$ cat src/hdl/llra_pkg.sv
package llra_pkg;

  localparam int MAX_ROWS = 16;
  localparam int ROW_W    = $clog2(MAX_ROWS);
  localparam int LOAD_W   = 16;
  localparam int WIDTH_W  = 10;
  localparam int PAD_W    = 8;
  localparam int RCNT_W   = 5;
  localparam int CFG_IDX_W  = 1;
  localparam int CFG_DATA_W = 8;
  localparam int SUM_W    = LOAD_W + 2;

  localparam logic [LOAD_W-1:0] LOAD_SAT = {LOAD_W{1'b1}};

  typedef enum logic [CFG_IDX_W-1:0] {
    REG_ROW_COUNT = 1'b0,
    REG_PADDING   = 1'b1
  } cfg_reg_t;

  // one row load (from the memory, or the set padding for an unwritten row) for the minimum search
  typedef struct packed {
    logic              vld;
    logic [ROW_W-1:0]  idx;
    logic [LOAD_W-1:0] load;
  } scan_smp_t;

endpackage

$ cat src/hdl/llra_row_mem.sv
module llra_row_mem
  import llra_pkg::*;
(
  input  logic              clk,
  input  logic              wr_en,
  input  logic [ROW_W-1:0]  wr_addr,
  input  logic [LOAD_W-1:0] wr_data,
  input  logic [ROW_W-1:0]  rd_addr,
  output logic [LOAD_W-1:0] rd_data
);

  logic [LOAD_W-1:0] mem [MAX_ROWS];
  logic [LOAD_W-1:0] rd_data_r;

  always_ff @(posedge clk) begin
    if (wr_en) begin
      mem[wr_addr] <= wr_data;
    end
    rd_data_r <= mem[rd_addr];
  end

  assign rd_data = rd_data_r;

endmodule

$ cat src/hdl/llra_min_scan.sv
module llra_min_scan
  import llra_pkg::*;
(
  input  logic              clk,
  input  scan_smp_t         smp,
  output logic [ROW_W-1:0]  best_idx,
  output logic [LOAD_W-1:0] best_load
);

  logic [ROW_W-1:0]  best_idx_r;
  logic [LOAD_W-1:0] best_load_r;

  // row 0 opens the search; ties keep the lower row
  always_ff @(posedge clk) begin
    if (smp.vld && (smp.idx == '0 || smp.load < best_load_r)) begin
      best_idx_r  <= smp.idx;
      best_load_r <= smp.load;
    end
  end

  assign best_idx  = best_idx_r;
  assign best_load = best_load_r;

endmodule

$ cat src/hdl/least_loaded_row_assigner.sv
// channel | direction | handshake           | word
// in      | input     | in_valid / in_stall | in_item_width, in_last_item
// out     | output    | out_valid/out_stall | out_row_index, out_max_load, out_set_done
// cfg     | input     | cfg_valid/cfg_ready | cfg_index, cfg_data
//
// An item is accepted, then its n row loads are read from the row memory, one
// per cycle (n being the active row count, 1..16), then drained and written.
// rst_n is synchronous; it clears control state and padding, and sets one row.
// A result waits in the output register under out_stall while the next item
// is scanned; the write-back waits only while that register is full and stalled.
module least_loaded_row_assigner
  import llra_pkg::*;
(
  input  logic                  clk,
  input  logic                  rst_n,
  input  logic                  in_valid,
  output logic                  in_stall,
  input  logic [WIDTH_W-1:0]    in_item_width,
  input  logic                  in_last_item,
  output logic                  out_valid,
  input  logic                  out_stall,
  output logic [ROW_W-1:0]      out_row_index,
  output logic [LOAD_W-1:0]     out_max_load,
  output logic                  out_set_done,
  input  logic                  cfg_valid,
  output logic                  cfg_ready,
  input  logic [CFG_IDX_W-1:0]  cfg_index,
  input  logic [CFG_DATA_W-1:0] cfg_data
);

  typedef enum logic [1:0] {
    S_IDLE,
    S_SCAN,
    S_DRAIN,
    S_DONE
  } state_t;

  state_t            state_r;
  logic [RCNT_W-1:0] row_count_r;
  logic [PAD_W-1:0]  padding_r;
  logic [PAD_W-1:0]  set_pad_r;
  logic              set_open_r;
  logic [MAX_ROWS-1:0] vld_r;
  logic [LOAD_W-1:0] max_r;
  logic [WIDTH_W-1:0] width_r;
  logic              last_r;
  logic [ROW_W-1:0]  last_idx_r;
  logic [ROW_W-1:0]  rd_addr_r;
  logic              smp_vld_r;
  logic [ROW_W-1:0]  smp_idx_r;
  logic              out_valid_r;
  logic [ROW_W-1:0]  out_row_r;
  logic [LOAD_W-1:0] out_max_r;
  logic              out_done_r;

  logic              in_fire;
  logic              out_free;
  logic              wr_en;
  logic [LOAD_W-1:0] rd_data;
  logic [ROW_W-1:0]  best_idx;
  logic [LOAD_W-1:0] best_load;
  logic [ROW_W-1:0]  last_idx;
  logic [SUM_W-1:0]  sum;
  logic [LOAD_W-1:0] sum_sat;
  logic [LOAD_W-1:0] max_nxt;
  scan_smp_t         smp;

  assign in_stall  = (state_r != S_IDLE);
  assign in_fire   = in_valid && !in_stall;
  assign cfg_ready = 1'b1;
  assign out_free  = !out_valid_r || !out_stall;
  assign wr_en     = (state_r == S_DONE) && out_free;

  always_comb begin
    if (row_count_r == '0) begin
      last_idx = '0;
    end else if (row_count_r > RCNT_W'(MAX_ROWS)) begin
      last_idx = ROW_W'(MAX_ROWS - 1);
    end else begin
      last_idx = ROW_W'(row_count_r - RCNT_W'(1));
    end
  end

  assign smp.vld  = smp_vld_r;
  assign smp.idx  = smp_idx_r;
  assign smp.load = vld_r[smp_idx_r] ? rd_data : LOAD_W'(set_pad_r);

  assign sum     = SUM_W'(best_load) + SUM_W'(width_r) + SUM_W'(padding_r);
  assign sum_sat = (|sum[SUM_W-1:LOAD_W]) ? LOAD_SAT : sum[LOAD_W-1:0];
  assign max_nxt = (sum_sat > max_r) ? sum_sat : max_r;

  llra_row_mem u_mem (
    .clk     (clk),
    .wr_en   (wr_en),
    .wr_addr (best_idx),
    .wr_data (sum_sat),
    .rd_addr (rd_addr_r),
    .rd_data (rd_data)
  );

  llra_min_scan u_scan (
    .clk       (clk),
    .smp       (smp),
    .best_idx  (best_idx),
    .best_load (best_load)
  );

  always_ff @(posedge clk) begin
    if (!rst_n) begin
      state_r     <= S_IDLE;
      row_count_r <= RCNT_W'(1);
      padding_r   <= '0;
      set_open_r  <= 1'b0;
      vld_r       <= '0;
      smp_vld_r   <= 1'b0;
      out_valid_r <= 1'b0;
    end else begin
      if (cfg_valid && cfg_ready) begin
        case (cfg_index)
          REG_ROW_COUNT: row_count_r <= cfg_data[RCNT_W-1:0];
          REG_PADDING:   padding_r   <= cfg_data[PAD_W-1:0];
          default: ;
        endcase
      end
      if (out_valid_r && !out_stall && !wr_en) begin
        out_valid_r <= 1'b0;
      end
      smp_vld_r <= (state_r == S_SCAN);
      smp_idx_r <= rd_addr_r;
      case (state_r)
        S_IDLE: begin
          if (in_fire) begin
            width_r    <= in_item_width;
            last_r     <= in_last_item;
            last_idx_r <= last_idx;
            rd_addr_r  <= '0;
            if (!set_open_r) begin
              set_open_r <= 1'b1;
              vld_r      <= '0;
              set_pad_r  <= padding_r;
              max_r      <= LOAD_W'(padding_r);
            end
            state_r <= S_SCAN;
          end
        end
        S_SCAN: begin
          if (rd_addr_r == last_idx_r) begin
            state_r <= S_DRAIN;
          end else begin
            rd_addr_r <= rd_addr_r + ROW_W'(1);
          end
        end
        S_DRAIN: begin
          state_r <= S_DONE;
        end
        S_DONE: begin
          if (out_free) begin
            vld_r[best_idx] <= 1'b1;
            max_r       <= max_nxt;
            out_valid_r <= 1'b1;
            out_row_r   <= best_idx;
            out_max_r   <= max_nxt;
            out_done_r  <= last_r;
            if (last_r) begin
              set_open_r <= 1'b0;
            end
            state_r <= S_IDLE;
          end
        end
        default: state_r <= S_IDLE;
      endcase
    end
  end

  assign out_valid     = out_valid_r;
  assign out_row_index = out_row_r;
  assign out_max_load  = out_max_r;
  assign out_set_done  = out_done_r;

  a_scan_in_range: assert property (@(posedge clk) disable iff (!rst_n)
    (state_r == S_SCAN) |-> (rd_addr_r <= last_idx_r))
    else $error("row read beyond active rows");

  a_best_in_range: assert property (@(posedge clk) disable iff (!rst_n)
    (state_r == S_DONE) |-> (best_idx <= last_idx_r))
    else $error("chosen row beyond active rows");

  a_result_max: assert property (@(posedge clk) disable iff (!rst_n)
    wr_en |=> (out_valid_r && out_max_r >= $past(sum_sat) && out_row_r == $past(best_idx)))
    else $error("result does not follow write-back");

  a_no_overwrite: assert property (@(posedge clk) disable iff (!rst_n)
    (out_valid_r && out_stall) |=> (out_valid_r && $stable(out_max_r) && $stable(out_row_r)))
    else $error("pending result overwritten");

endmodule

$ cat config.mk
export PLATFORM = sky130hd
export DESIGN_NAME = least_loaded_row_assigner
export DESIGN_NICKNAME = d
export VERILOG_FILES = /design/src/hdl/llra_pkg.sv /design/src/hdl/llra_row_mem.sv /design/src/hdl/llra_min_scan.sv /design/src/hdl/least_loaded_row_assigner.sv
export SDC_FILE = /design/constraint.sdc
export NUM_CORES = 1
export LEC_CHECK = 0
export BUFFER_PORTS_ARGS = -buffer_cell sky130_fd_sc_hd__buf_2
export CORE_ASPECT_RATIO = 0.9
export CORE_MARGIN = 4
export CORE_UTILIZATION = 45
export CTS_BUF_LIST = sky130_fd_sc_hd__clkbuf_16
export CTS_CLUSTER_DIAMETER = 40
export DETAILED_ROUTE_END_ITERATION = 8
export PLACE_DENSITY = 0.61
export SYNTH_ARGS = -nofsm -noshare
export SYNTH_HDL_FRONTEND = slang
export SYNTH_SLANG_ARGS = --single-unit
$ cat constraint.sdc
create_clock -name clk -period 8.1 [get_ports clk]
set_clock_uncertainty 0.2 [all_clocks]
set_input_delay 1.62 -clock clk [delete_from_list [all_inputs] [get_ports clk]]
set_output_delay 1.62 -clock clk [all_outputs]
set_load 0.01 [all_outputs]
Yosys cells after proc, flatten, opt, wreduce, memory -nomap -nowiden:

Memory sizes are Yosys's and may differ from the RTL's. A register that Yosys moved wholly into a read port is not among the register bits.
Index checks and enable logic that the tools add are counted.

* register bits: 122
* RAM bits: 256
* memories kept: 1

* add/sub/neg operators: 4
* magnitude comparators: 6
* equal/unequal tests: 10
* muxes and demuxes: 32
* bitwise gates (word level): 3
* reductions and logical operators: 29

Memory list
* u_mem.mem: depth 16, bits a word 16, read ports 1, clocked after memory_dff 1, write ports 1, RTL line llra_row_mem.sv:12 `logic [LOAD_W-1:0] mem [MAX_ROWS];`

Operator list (count)
* 2-to-1 mux 16 bit: 9
* case mux 16 bit (2 select lines): 2
* adder 17 x 8 -> 18 bit: 1
* adder 16 x 10 -> 17 bit: 1
* greater-than comparator 16 bit: 1
* < comparator 16 bit: 1
* OR 16 bit: 1
* AND reduction 4 bit: 4
* 2-to-1 mux 4 bit: 3
* < comparator 4 x 5 -> 1 bit (second input constant): 2
* 2-to-1 mux 1 bit: 10
* != test 2 bit (second input constant): 5
* AND reduction 3 bit: 3
* case mux 2 bit (4 select lines): 1
* case mux 4 bit (2 select lines): 1
* logical AND 1 bit: 6
* 2-to-1 mux 2 bit: 3
* nonzero test 2 bit: 3
* greater-than comparator 5 bit (second input constant): 1
* zero test 5 bit: 1
* AND reduction 5 bit: 1
* adder 4 x 1 -> 4 bit (second input constant): 1
* binary-select mux 1 bit (select 4 bit): 1
* demux 1 bit (select 4 bit): 1
* 14 further kinds: 21

Depth between registers and ports, before layout:

Gate-level depths: netlist of run 1.

* word-level depth: 8
* mapped depth: 20

Modules after synthesis:

A second synthesis of run 1 with hierarchy kept.

* cells, all modules: 1035
* area, all modules: 16716.0 um^2

By module, submodules not included
* llra_row_mem: times used 1, cells an instance 432, area an instance 10042.1 um^2, sequential area each 8007.7 um^2
* least_loaded_row_assigner: times used 1, cells an instance 528, area an instance 5670.4 um^2, sequential area each 2722.6 um^2
* llra_min_scan: times used 1, cells an instance 75, area an instance 1003.5 um^2, sequential area each 600.6 um^2

Least setup slack after synthesis of run 1:

No wires, ideal clock.

* kind: reg2reg
* start: register padding_r[1]
* end: register max_r[10] (data pin)
* library setup time: 0.255 ns
* data arrival time: 4.901 ns
* path slack: 2.744 ns
* cell stages (with the launch flop): 20
* path buffers: 1
* clock period less this slack: 5.356 ns
* cells stage by stage: dfxtp_1 -> inv_1 -> fa_1 -> inv_1 -> ha_1 -> inv_1 -> fa_1 -> nor2b_1 -> o31ai_1 -> a211o_1 -> and2_1 -> a211oi_1 -> ha_1 -> nand4_1 -> a2111oi_0 -> nor3_1 -> a21oi_1 -> buf_1 -> mux2_2 -> and2_1

* word-level cells in the longest chain between the ends: 7

RTL lines
* start: declaration: RTL line least_loaded_row_assigner.sv:40 `logic [PAD_W-1:0] padding_r;`
* start signal: assignment: RTL line least_loaded_row_assigner.sv:121 `REG_PADDING: padding_r <= cfg_data[PAD_W-1:0];`
* adder 17 x 8 -> 18 bit *: RTL line least_loaded_row_assigner.sv:88 `assign sum = SUM_W'(best_load) + SUM_W'(width_r) + SUM_W'(padding_r);`
* OR reduction 2 bit: RTL line least_loaded_row_assigner.sv:89 `assign sum_sat = (|sum[SUM_W-1:LOAD_W]) ? LOAD_SAT : sum[LOAD_W-1:0];`
* 2-to-1 mux 16 bit *: RTL line least_loaded_row_assigner.sv:89
* via sum_sat[11]: RTL line least_loaded_row_assigner.sv:64 `logic [LOAD_W-1:0] sum_sat;`
* greater-than comparator 16 bit *: RTL line least_loaded_row_assigner.sv:90 `assign max_nxt = (sum_sat > max_r) ? sum_sat : max_r;`
* 2-to-1 mux 16 bit *: RTL line least_loaded_row_assigner.sv:90
* via max_nxt[10]: RTL line least_loaded_row_assigner.sv:65 `logic [LOAD_W-1:0] max_nxt;`
* 2-to-1 mux 16 bit *: RTL line least_loaded_row_assigner.sv:157 `if (out_free) begin`
* case mux 16 bit (2 select lines) *: RTL line least_loaded_row_assigner.sv:130 `case (state_r)`
* end signal: assignment: RTL line least_loaded_row_assigner.sv:141 `max_r <= LOAD_W'(padding_r);`
* end signal: assignment: RTL line least_loaded_row_assigner.sv:159 `max_r <= max_nxt;`
* end: declaration: RTL line least_loaded_row_assigner.sv:44 `logic [LOAD_W-1:0] max_r;`

Mark *: on every way through the listed nets, which the timed path passes. The rest lies on a longest branch. The select of a mux whose other input is x is not followed.
A chain may end at the register's enable or synchronous reset.

Worst setup path after layout of run 1:

* start: register padding_r[1]
* end: register max_r[3] (data pin)

The elaborated chain is that of the path after synthesis.

==> impl_metrics.ini, run 1 <==
[outcome]
status = completed

[placed_design]
gp_congestion = 0.829
port_buffers = 47
place_hpwl_um = 23200
place_inst = 1462

[hold_path]
hold_class = register to register

[pwr]
power_leakage_nw = 6.52
finalPower_mw = 6.21
ir_worst_vdd_v = 0.000214
swShare_pct = 29.8
clock_power_share_pct = 31.8
p_int_mw = 4.36
p_seq_share_pct = 44.1
combPwrFrac_pct = 24.1
p_per_area_nw_per_um2 = 329
p_sw_mw = 1.85

[grt]
grt_max_degree = 49
antenna_found_initial = 0
overflow = 0
globalRouteTotalUtil_pct = 19.6
grt_pass1_wl_um = 57600
grt_pass1_vias = 8696

[synth]
ys_async_sr_fraction_pct = 0
synth_cell_types = 55
synth_cells = 952
syn_area_per_cell_um2 = 17.2
netlist_area_um2 = 16400
synth_ff_type = edfxtp_1
synth_edf_count = 344
synth_seq_cells = 394
ys_warn_count = 0
ys_seq_area_share_pct = 69.1
syn_nets = 1035

[route]
routed_wirelength_um = 38600
post_drt_wl_per_cell_um = 25.0
postRouteAntennaNets = 0
viasPerCell = 5.67
drc_errors = 0
dr.pass1.iters = 5
vias = 8760
drtIter0Drc = 764

[finish]
nets = 1116
drive_above_1_share_pct = 26.4
layoutNonFillerInstCount = 1546
antenna_cells = 0
syn2layout_area_growth_pct = 14.9

[sta]
finalCritPeriodShare_pct = 76.1
hold_viol_final = 0
fmaxAchievable_mhz = 162
finalMaxSlewViolations = 0
worst_slew_pin_slew_ns = 1.24
max_slew_margin_pct = 16.9
rsz0062_at_grt = no
setup_viol = 0
setup_tns_ns = 0
period_minus_slack_ns = 6.17

[setup_path]
required_ns = 8.19
critPathArrivalTime_ns = 6.26
end_kind = register
critPathMaxFanout = 18
start_kind = register
crit_type = register to register

[flow_run]
cap_violations = 0

[floorplanning]
core_um2 = 36100
rows = 66
die_x_um = 209
die_y_um = 189
ios = 49
start_util_pct = 45.4
dieArea_um2 = 39600

[cts]
cts-resized-gates = 0
cts_root_buf = clkbuf_16
cts.sinks = 394
hold_buffers = 0
cts_tree = done
clk_pin_slew_ns = 0.06
clk_latency_ns = 0.55
htree_levels = 2
clk_path_buf_depth = 3
cts_buffers = 45
post-cts-setup-buffer-count = 0
sequential cells by signal, indices dropped and copies added, names as in the netlist, 2 cells and up:
signal	flops
vld_r	16
state_r	2
last_idx_r	4
u_mem.rd_data	16
set_pad_r	8
smp_idx_r	4
padding_r	8
row_count_r	5
u_scan.best_load	16
out_max_load	16
max_r	16
u_scan.best_idx	4
u_mem.mem	256
out_row_index	4
width_r	10
rd_addr_r	4
path summary, 6_finish.rpt:
path                startpoint            to  slack (ns)  cells after the start
setup / recovery  padding_r[1]      max_r[3]        1.93                     19
setup reg to reg  padding_r[1]      max_r[3]        1.93                     19
hold / removal          last_r  out_set_done        0.25                      0
hold reg to reg         last_r  out_set_done        0.25                      0
synth_stat cells (all sizes together) (3+ instances only):
| library cell | instances | area [um^2] |
|---|---|---|
| nand4 | 11 | 68.8 |
| a21oi | 42 | 210 |
| fa | 9 | 180 |
| nor2b | 10 | 62.6 |
| nor4 | 4 | 25.0 |
| mux4 | 84 | 1890 |
| o21ai | 17 | 85.1 |
| xor2 | 7 | 61.3 |
| nand2 | 30 | 113 |
| mux2 | 32 | 360 |
| o21a | 3 | 22.5 |
| nand3 | 18 | 90.1 |
| nor2 | 49 | 184 |
| dfxtp | 50 | 1000 |
| ha | 49 | 613 |
| o31ai | 3 | 22.5 |
| edfxtp | 344 | 10300 |
| a211oi | 7 | 52.6 |
| inv | 53 | 199 |
| nor3 | 12 | 60.1 |
| mux2i | 9 | 93.8 |
| nand2b | 5 | 31.3 |
| a21o | 5 | 37.5 |
| a31oi | 5 | 31.3 |
| buf | 12 | 57.6 |
| clkbuf | 24 | 90.1 |
| xnor2 | 4 | 35.0 |
| and2 | 22 | 138 |
logic make-up after synthesis:
kind of cell,share of synthesized area (%)
simple gates,4.98
flops,69.1
fa+ha+maj,4.96
compound gates,3.92
xor+xnor,0.587
mux,14.3
other cells,0.0229
buf+inv,2.14
cells in the final DEF (no fill, tap or decap), types with 23 or more instances in the layout:
cell type  instances
mux4_2            84
nand2_1           30
clkbuf_16         47
a21oi_1           41
edfxtp_1         344
nor2_1            37
buf_4             23
buf_2             47
mux2_2            32
inv_1             59
ha_1              49
dfxtp_1           50
power by group through the flow:
| stage | sequential (mW) | clock (mW) | combinational [mW] |
|---|---|---|---|
| 2_1_floorplan | 2.72 | 0 | 1.05 |
| 3_3_place_gp | 2.78 | 0 | 1.47 |
| 3_5_place_dp | 2.78 | 0 | 1.49 |
| 4_1_cts | 2.74 | 2.01 | 1.50 |
| 5_1_grt | 2.75 | 2.11 | 1.63 |
| 6_report | 2.74 | 1.98 | 1.49 |
worst max-delay path, cell delays in order, from the launching register on:
cell and delay [ns]:
dfxtp_1 0.39, inv_1 0.09, fa_1 0.47, inv_1 0.06
ha_1 0.18, inv_1 0.06, fa_1 0.37, nor2b_1 0.23
o31ai_1 0.18, a211o_1 0.33, and2_1 0.21, a211oi_2 0.92
ha_1 0.26, nand4_1 0.14, a2111oi_0 0.44, nor3_1 0.11
a21oi_2 0.29, buf_4 0.32, mux2_2 0.38, mux2_2 0.26
per-stage QoR:
step           util (%)  setup WS (ns)  hold WS [ns]  area [um^2]
2_1_floorplan         -           2.74         0.221        16400
3_3_place_gp       48.1           2.03         0.235        17400
3_5_place_dp       48.1           1.94         0.240        17400
4_1_cts            52.2           1.91         0.253        18800
5_1_grt            52.2           1.39         0.279        18800
6_report           52.2           1.93         0.249        18800
per-layer routing:
| layer | vias up | part of all wire, % | global-route usage, % |
|---|---|---|---|
| met5 | - | 0 | 0 |
| met4 | 0 | 1.8 | 4.62 |
| met3 | 53 | 6.8 | 3.81 |
| met2 | 280 | 45 | 28.4 |
| met1 | 4528 | 47 | 31.0 |
| li1 | 3899 | - | - |
final cells by class:
class                           instances  area (um^2)
Fill cell                            2917        17200
Sequential cell                       394        11300
Multi-Input combinational cell        468         4830
Clock buffer                           47         1180
Tap cell                              476          596
Timing Repair Buffer                   70          408
Clock inverter                         37          300
Inverter                               54          203
Power figures use the tool's default switching activity.
==> run 2, diff against run 1 <==
==> constraint.sdc (replaced) <==
create_clock -name clk -period 5.8 [get_ports clk]
set_clock_uncertainty 0.2 [all_clocks]
set_input_delay 1.16 -clock clk [delete_from_list [all_inputs] [get_ports clk]]
set_output_delay 1.16 -clock clk [all_outputs]
set_load 0.01 [all_outputs]
==> impl_metrics.ini, run 2 (synthesized netlist as in run 1, its figures left out) <==
[route]
postRouteAntennaNets = 0
vias = 8815
routed_wirelength_um = 38400
drc_errors = 0
viasPerCell = 5.59
dr.pass1.iters = 5
drtIter0Drc = 718
post_drt_wl_per_cell_um = 24.4

[placed_design]
pre_cts_ws_ns = 0.292
gp_congestion = 0.890
port_buffers = 47
place_hpwl_um = 23900
place_inst = 1485

[setup_path]
crit_type = register to register
start_kind = register
critPathMaxFanout = 14
reg2reg_depth = 19
critPathArrivalTime_ns = 5.55
end_kind = register
crit_start = padding_r[1]
reg2reg_from = padding_r[1]
required_ns = 5.91

[finish]
syn2layout_area_growth_pct = 17.1
final_common_cell = edfxtp_1
registers.top_by_ff_count = u_mem.mem
nets = 1143
layoutNonFillerInstCount = 1576
utilization_pct = 53.2
largest_reg_flops = 256
antenna_cells = 0
drive_above_1_share_pct = 28.4
final_cell_mix = 344 x edfxtp_1, 84 x mux4_2, 60 x inv_1

[cts]
cts_root_buf = clkbuf_16
post-cts-setup-buffer-count = 0
cts.sinks = 394
clk_pin_slew_ns = 0.06
clk_latency_ns = 0.57
cts_buffers = 49
clk_path_buf_depth = 3
cts_tree = done
htree_levels = 2

[outcome]
status = completed

[pwr]
swShare_pct = 29.6
combPwrFrac_pct = 24.1
p_per_area_nw_per_um2 = 474
p_seq_share_pct = 41.9
ir_worst_vdd_v = 0.000247
clock_power_share_pct = 34.0
power_leakage_nw = 6.75
p_int_mw = 6.42
p_sw_mw = 2.70

[sta]
max_slew_margin_pct = 28.4
finalMaxSlewViolations = 0
finalCritPeriodShare_pct = 93.7
holdWs_ns = 0.267
hold_viol_final = 0
setup_tns_ns = 0
period_minus_slack_ns = 5.44
rsz0062_at_grt = no
fin_ws_ns = 0.363
setup_viol = 0
worst_slew_pin_slew_ns = 1.05
fmaxAchievable_mhz = 184

[hold_path]
hold_depth = 2
hold_class = register to register
hold_start = vld_r[10]

[grt]
antenna_found_initial = 0
overflow = 0
globalRouteTotalUtil_pct = 19.7
grt_pass1_wl_um = 58200
grt_max_degree = 68
grt_pass1_vias = 8871

[floorplanning]
dieArea_um2 = 39600
die_x_um = 209
core_um2 = 36100
ios = 49
start_util_pct = 45.4
rows = 66
die_y_um = 189

[flow_run]
cap_violations = 0
## run 2: what timing repair did
item	CTS	global route
hold buffers	0	0
gates resized for setup	0	3
hold endpoints to repair	0	0
endpoints found under the setup margin	0	9
## run 2: area by class of cell
class / count / area (um^2)
Tap cell: 476 / 596
Clock inverter: 40 / 405
Timing Repair Buffer: 93 / 606
Inverter: 54 / 203
Clock buffer: 51 / 1280
Sequential cell: 394 / 11300
Multi-Input combinational cell: 468 / 4800
Fill cell: 2865 / 16900
## run 2: worst paths after layout
| kind | end | slack (ns) |
|---|---|---|
| max | max_r[7] | 0.36 |
| min | vld_r[10] | 0.27 |
| max reg2reg | max_r[7] | 0.36 |
| min reg2reg | vld_r[10] | 0.27 |
## run 2: power by group through the flow
stage | Combinational [mW] | Clock [mW] | Sequential [mW]
5_1_grt | 2.41 | 3.29 | 3.84
3_3_place_gp | 2.17 | 0 | 3.88
2_1_floorplan | 1.46 | 0 | 3.80
6_report | 2.20 | 3.09 | 3.82
4_1_cts | 2.21 | 3.15 | 3.82
3_5_place_dp | 2.20 | 0 | 3.88
## run 2: per-stage QoR
step	power, mW	instance area, um^2
detailed placement	6.07	17500
CTS	9.18	19200
floorplan	5.26	16400
global route	9.53	19200
global placement	6.05	17500
finish	9.11	19200
## run 2: layer usage
metal / part of all wire (%) / global-route usage [%]
met5: 0 / 0
met1: 47 / 30.9
met4: 1.5 / 3.74
met2: 46 / 29.6
met3: 5.4 / 3.31
## run 2: critical path, cell delays in order, from the launching register on
cell	delay, ns
dfxtp_1	0.43
inv_1	0.10
fa_1	0.47
inv_1	0.06
ha_1	0.19
inv_1	0.06
fa_1	0.37
nor2b_1	0.19
o31ai_1	0.17
a211o_1	0.32
and2_1	0.20
or3_1	0.39
and2_1	0.20
ha_1	0.28
nand4_1	0.15
or2_2	0.34
a21oi_2	0.16
buf_4	0.25
mux2_2	0.37
mux2_2	0.26
==> run 3, diff against run 2 <==
--- a/config.mk
+++ b/config.mk
@@ -12,6 +12,7 @@
 export CTS_BUF_LIST = sky130_fd_sc_hd__clkbuf_16
 export CTS_CLUSTER_DIAMETER = 40
 export DETAILED_ROUTE_END_ITERATION = 8
+export MAX_ROUTING_LAYER = met4
 export PLACE_DENSITY = 0.61
 export SYNTH_ARGS = -nofsm -noshare
 export SYNTH_HDL_FRONTEND = slang
==> impl_metrics.ini, run 3 (synthesized netlist as in run 1, its figures left out) <==
[outcome]
status = completed

[pwr]
power_leakage_nw = 6.75
ir_worst_vdd_v = 0.000248
clock_power_share_pct = 34.0
combPwrFrac_pct = 24.1
finalPower_mw = 9.11
p_sw_mw = 2.70
p_per_area_nw_per_um2 = 474
swShare_pct = 29.6
p_int_mw = 6.42
p_seq_share_pct = 41.9

[cts]
clk_pin_slew_ns = 0.06
cts.sinks = 394
cts-resized-gates = 0
clk_latency_ns = 0.57
cts_tree = done
htree_levels = 2
post-cts-setup-buffer-count = 0
cts_buffers = 49
clk_path_buf_depth = 3
cts_root_buf = clkbuf_16
hold_buffers = 0

[sta]
setup_tns_ns = 0
finalMaxSlewViolations = 0
holdWs_ns = 0.268
rsz0062_at_grt = no
period_minus_slack_ns = 5.46
setup_viol = 0
fmaxAchievable_mhz = 183
max_slew_margin_pct = 26.7
hold_viol_final = 0
finalCritPeriodShare_pct = 94.1
worst_slew_pin_slew_ns = 1.10

[route]
postRouteAntennaNets = 0
drtIter0Drc = 696
viasPerCell = 5.60
post_drt_wl_per_cell_um = 24.4
vias = 8829
routed_wirelength_um = 38500
drc_errors = 0
dr.pass1.iters = 5

[setup_path]
r2r_slack_ns = 0.34
required_ns = 5.91
critPathMaxFanout = 14
crit_type = register to register
crit_end = max_r[7]
reg2reg_from = padding_r[1]
r2r-end = max_r[7]
reg2reg_depth = 20
start_kind = register
crit_start = padding_r[1]
end_kind = register
critPathArrivalTime_ns = 5.57

[grt]
grt_max_degree = 68
overflow = 0
grt_pass1_wl_um = 58300
antenna_found_initial = 0
grt_pass1_vias = 8859
globalRouteTotalUtil_pct = 20.3

[placed_design]
place_area_um2 = 17500
port_buffers = 47
place_hpwl_um = 23900
gp_congestion = 0.906
place_inst = 1485

[flow_run]
cap_violations = 0

[hold_path]
hold_class = register to register
hold_depth = 2

[finish]
drive_above_1_share_pct = 28.4
largest_reg_flops = 256
nets = 1143
layoutNonFillerInstCount = 1576
syn2layout_area_growth_pct = 17.1
final_common_cell = edfxtp_1
antenna_cells = 0
nFillCells = 2865
finalInstanceArea_um2 = 19200
registers.top_by_ff_count = u_mem.mem
final_cell_mix = 344 x edfxtp_1, 84 x mux4_2, 60 x inv_1

[floorplanning]
start_util_pct = 45.4
dieArea_um2 = 39600
ios = 49
die_y_um = 189
rows = 66
die_x_um = 209
core_um2 = 36100
[run 3: cell counts in the layout (fill, tap and decap cells not counted)]
No cell type changed its count.
[run 3: power groups by stage]
| stage | Clock, mW | Sequential (mW) | Combinational (mW) |
|---|---|---|---|
| 6_report | 3.10 | 3.82 | 2.20 |
| 5_1_grt | 3.29 | 3.84 | 2.41 |
| 4_1_cts | 3.15 | 3.82 | 2.21 |
| 3_5_place_dp | 0 | 3.88 | 2.20 |
| 3_3_place_gp | 0 | 3.88 | 2.17 |
| 2_1_floorplan | 0 | 3.80 | 1.46 |
[run 3: layout make-up]
class / instances / area, um^2 / area share (%)
Sequential cell: 394 / 11300 / 59.0
Multi-Input combinational cell: 468 / 4800 / 25.0
Clock buffer: 51 / 1280 / 6.64
Timing Repair Buffer: 93 / 606 / 3.15
Tap cell: 476 / 596 / 3.10
Clock inverter: 40 / 405 / 2.11
Inverter: 54 / 203 / 1.06
[run 3: metrics by stage]
stage                     setup WS [ns]  util [%]
after floorplan                   0.444         -
after global placement            0.377      48.6
after detailed placement          0.292      48.6
after CTS                         0.251      53.2
after global routing             0.0456      53.2
final                             0.343      53.2
[run 3: how the worst min path moves through the flow]
stage                       from                 end  slack, ns
finish                  vld_r[8]            vld_r[8]       0.27
global route              last_r        out_set_done       0.27
CTS                       last_r        out_set_done       0.27
floorplan           smp_idx_r[2]  u_scan.best_idx[2]       0.22
detailed placement        last_r        out_set_done       0.26
global placement          last_r        out_set_done       0.24
[run 3: routing by layer]
layer	up-vias	global-route usage, %	share of wire [%]
met5	-	-	0
met4	0	3.76	1.5
met3	50	3.31	6.0
met2	263	29.5	45
met1	4567	31.0	47
li1	3949	-	-
[run 3: critical path: stages, from the launching register on]
cell and delay, ns:
dfxtp_1 0.43, inv_1 0.10, fa_1 0.47, inv_1 0.06, ha_1 0.19, inv_1 0.06, fa_1 0.37, nor2b_1 0.19
o31ai_1 0.16, a211o_1 0.33, and2_1 0.21, or3_1 0.39, and2_1 0.19, ha_1 0.28, nand4_1 0.16, a2111oi_2 0.25
nor3_1 0.11, a21oi_2 0.15, buf_4 0.25, mux2_2 0.37, mux2_2 0.26
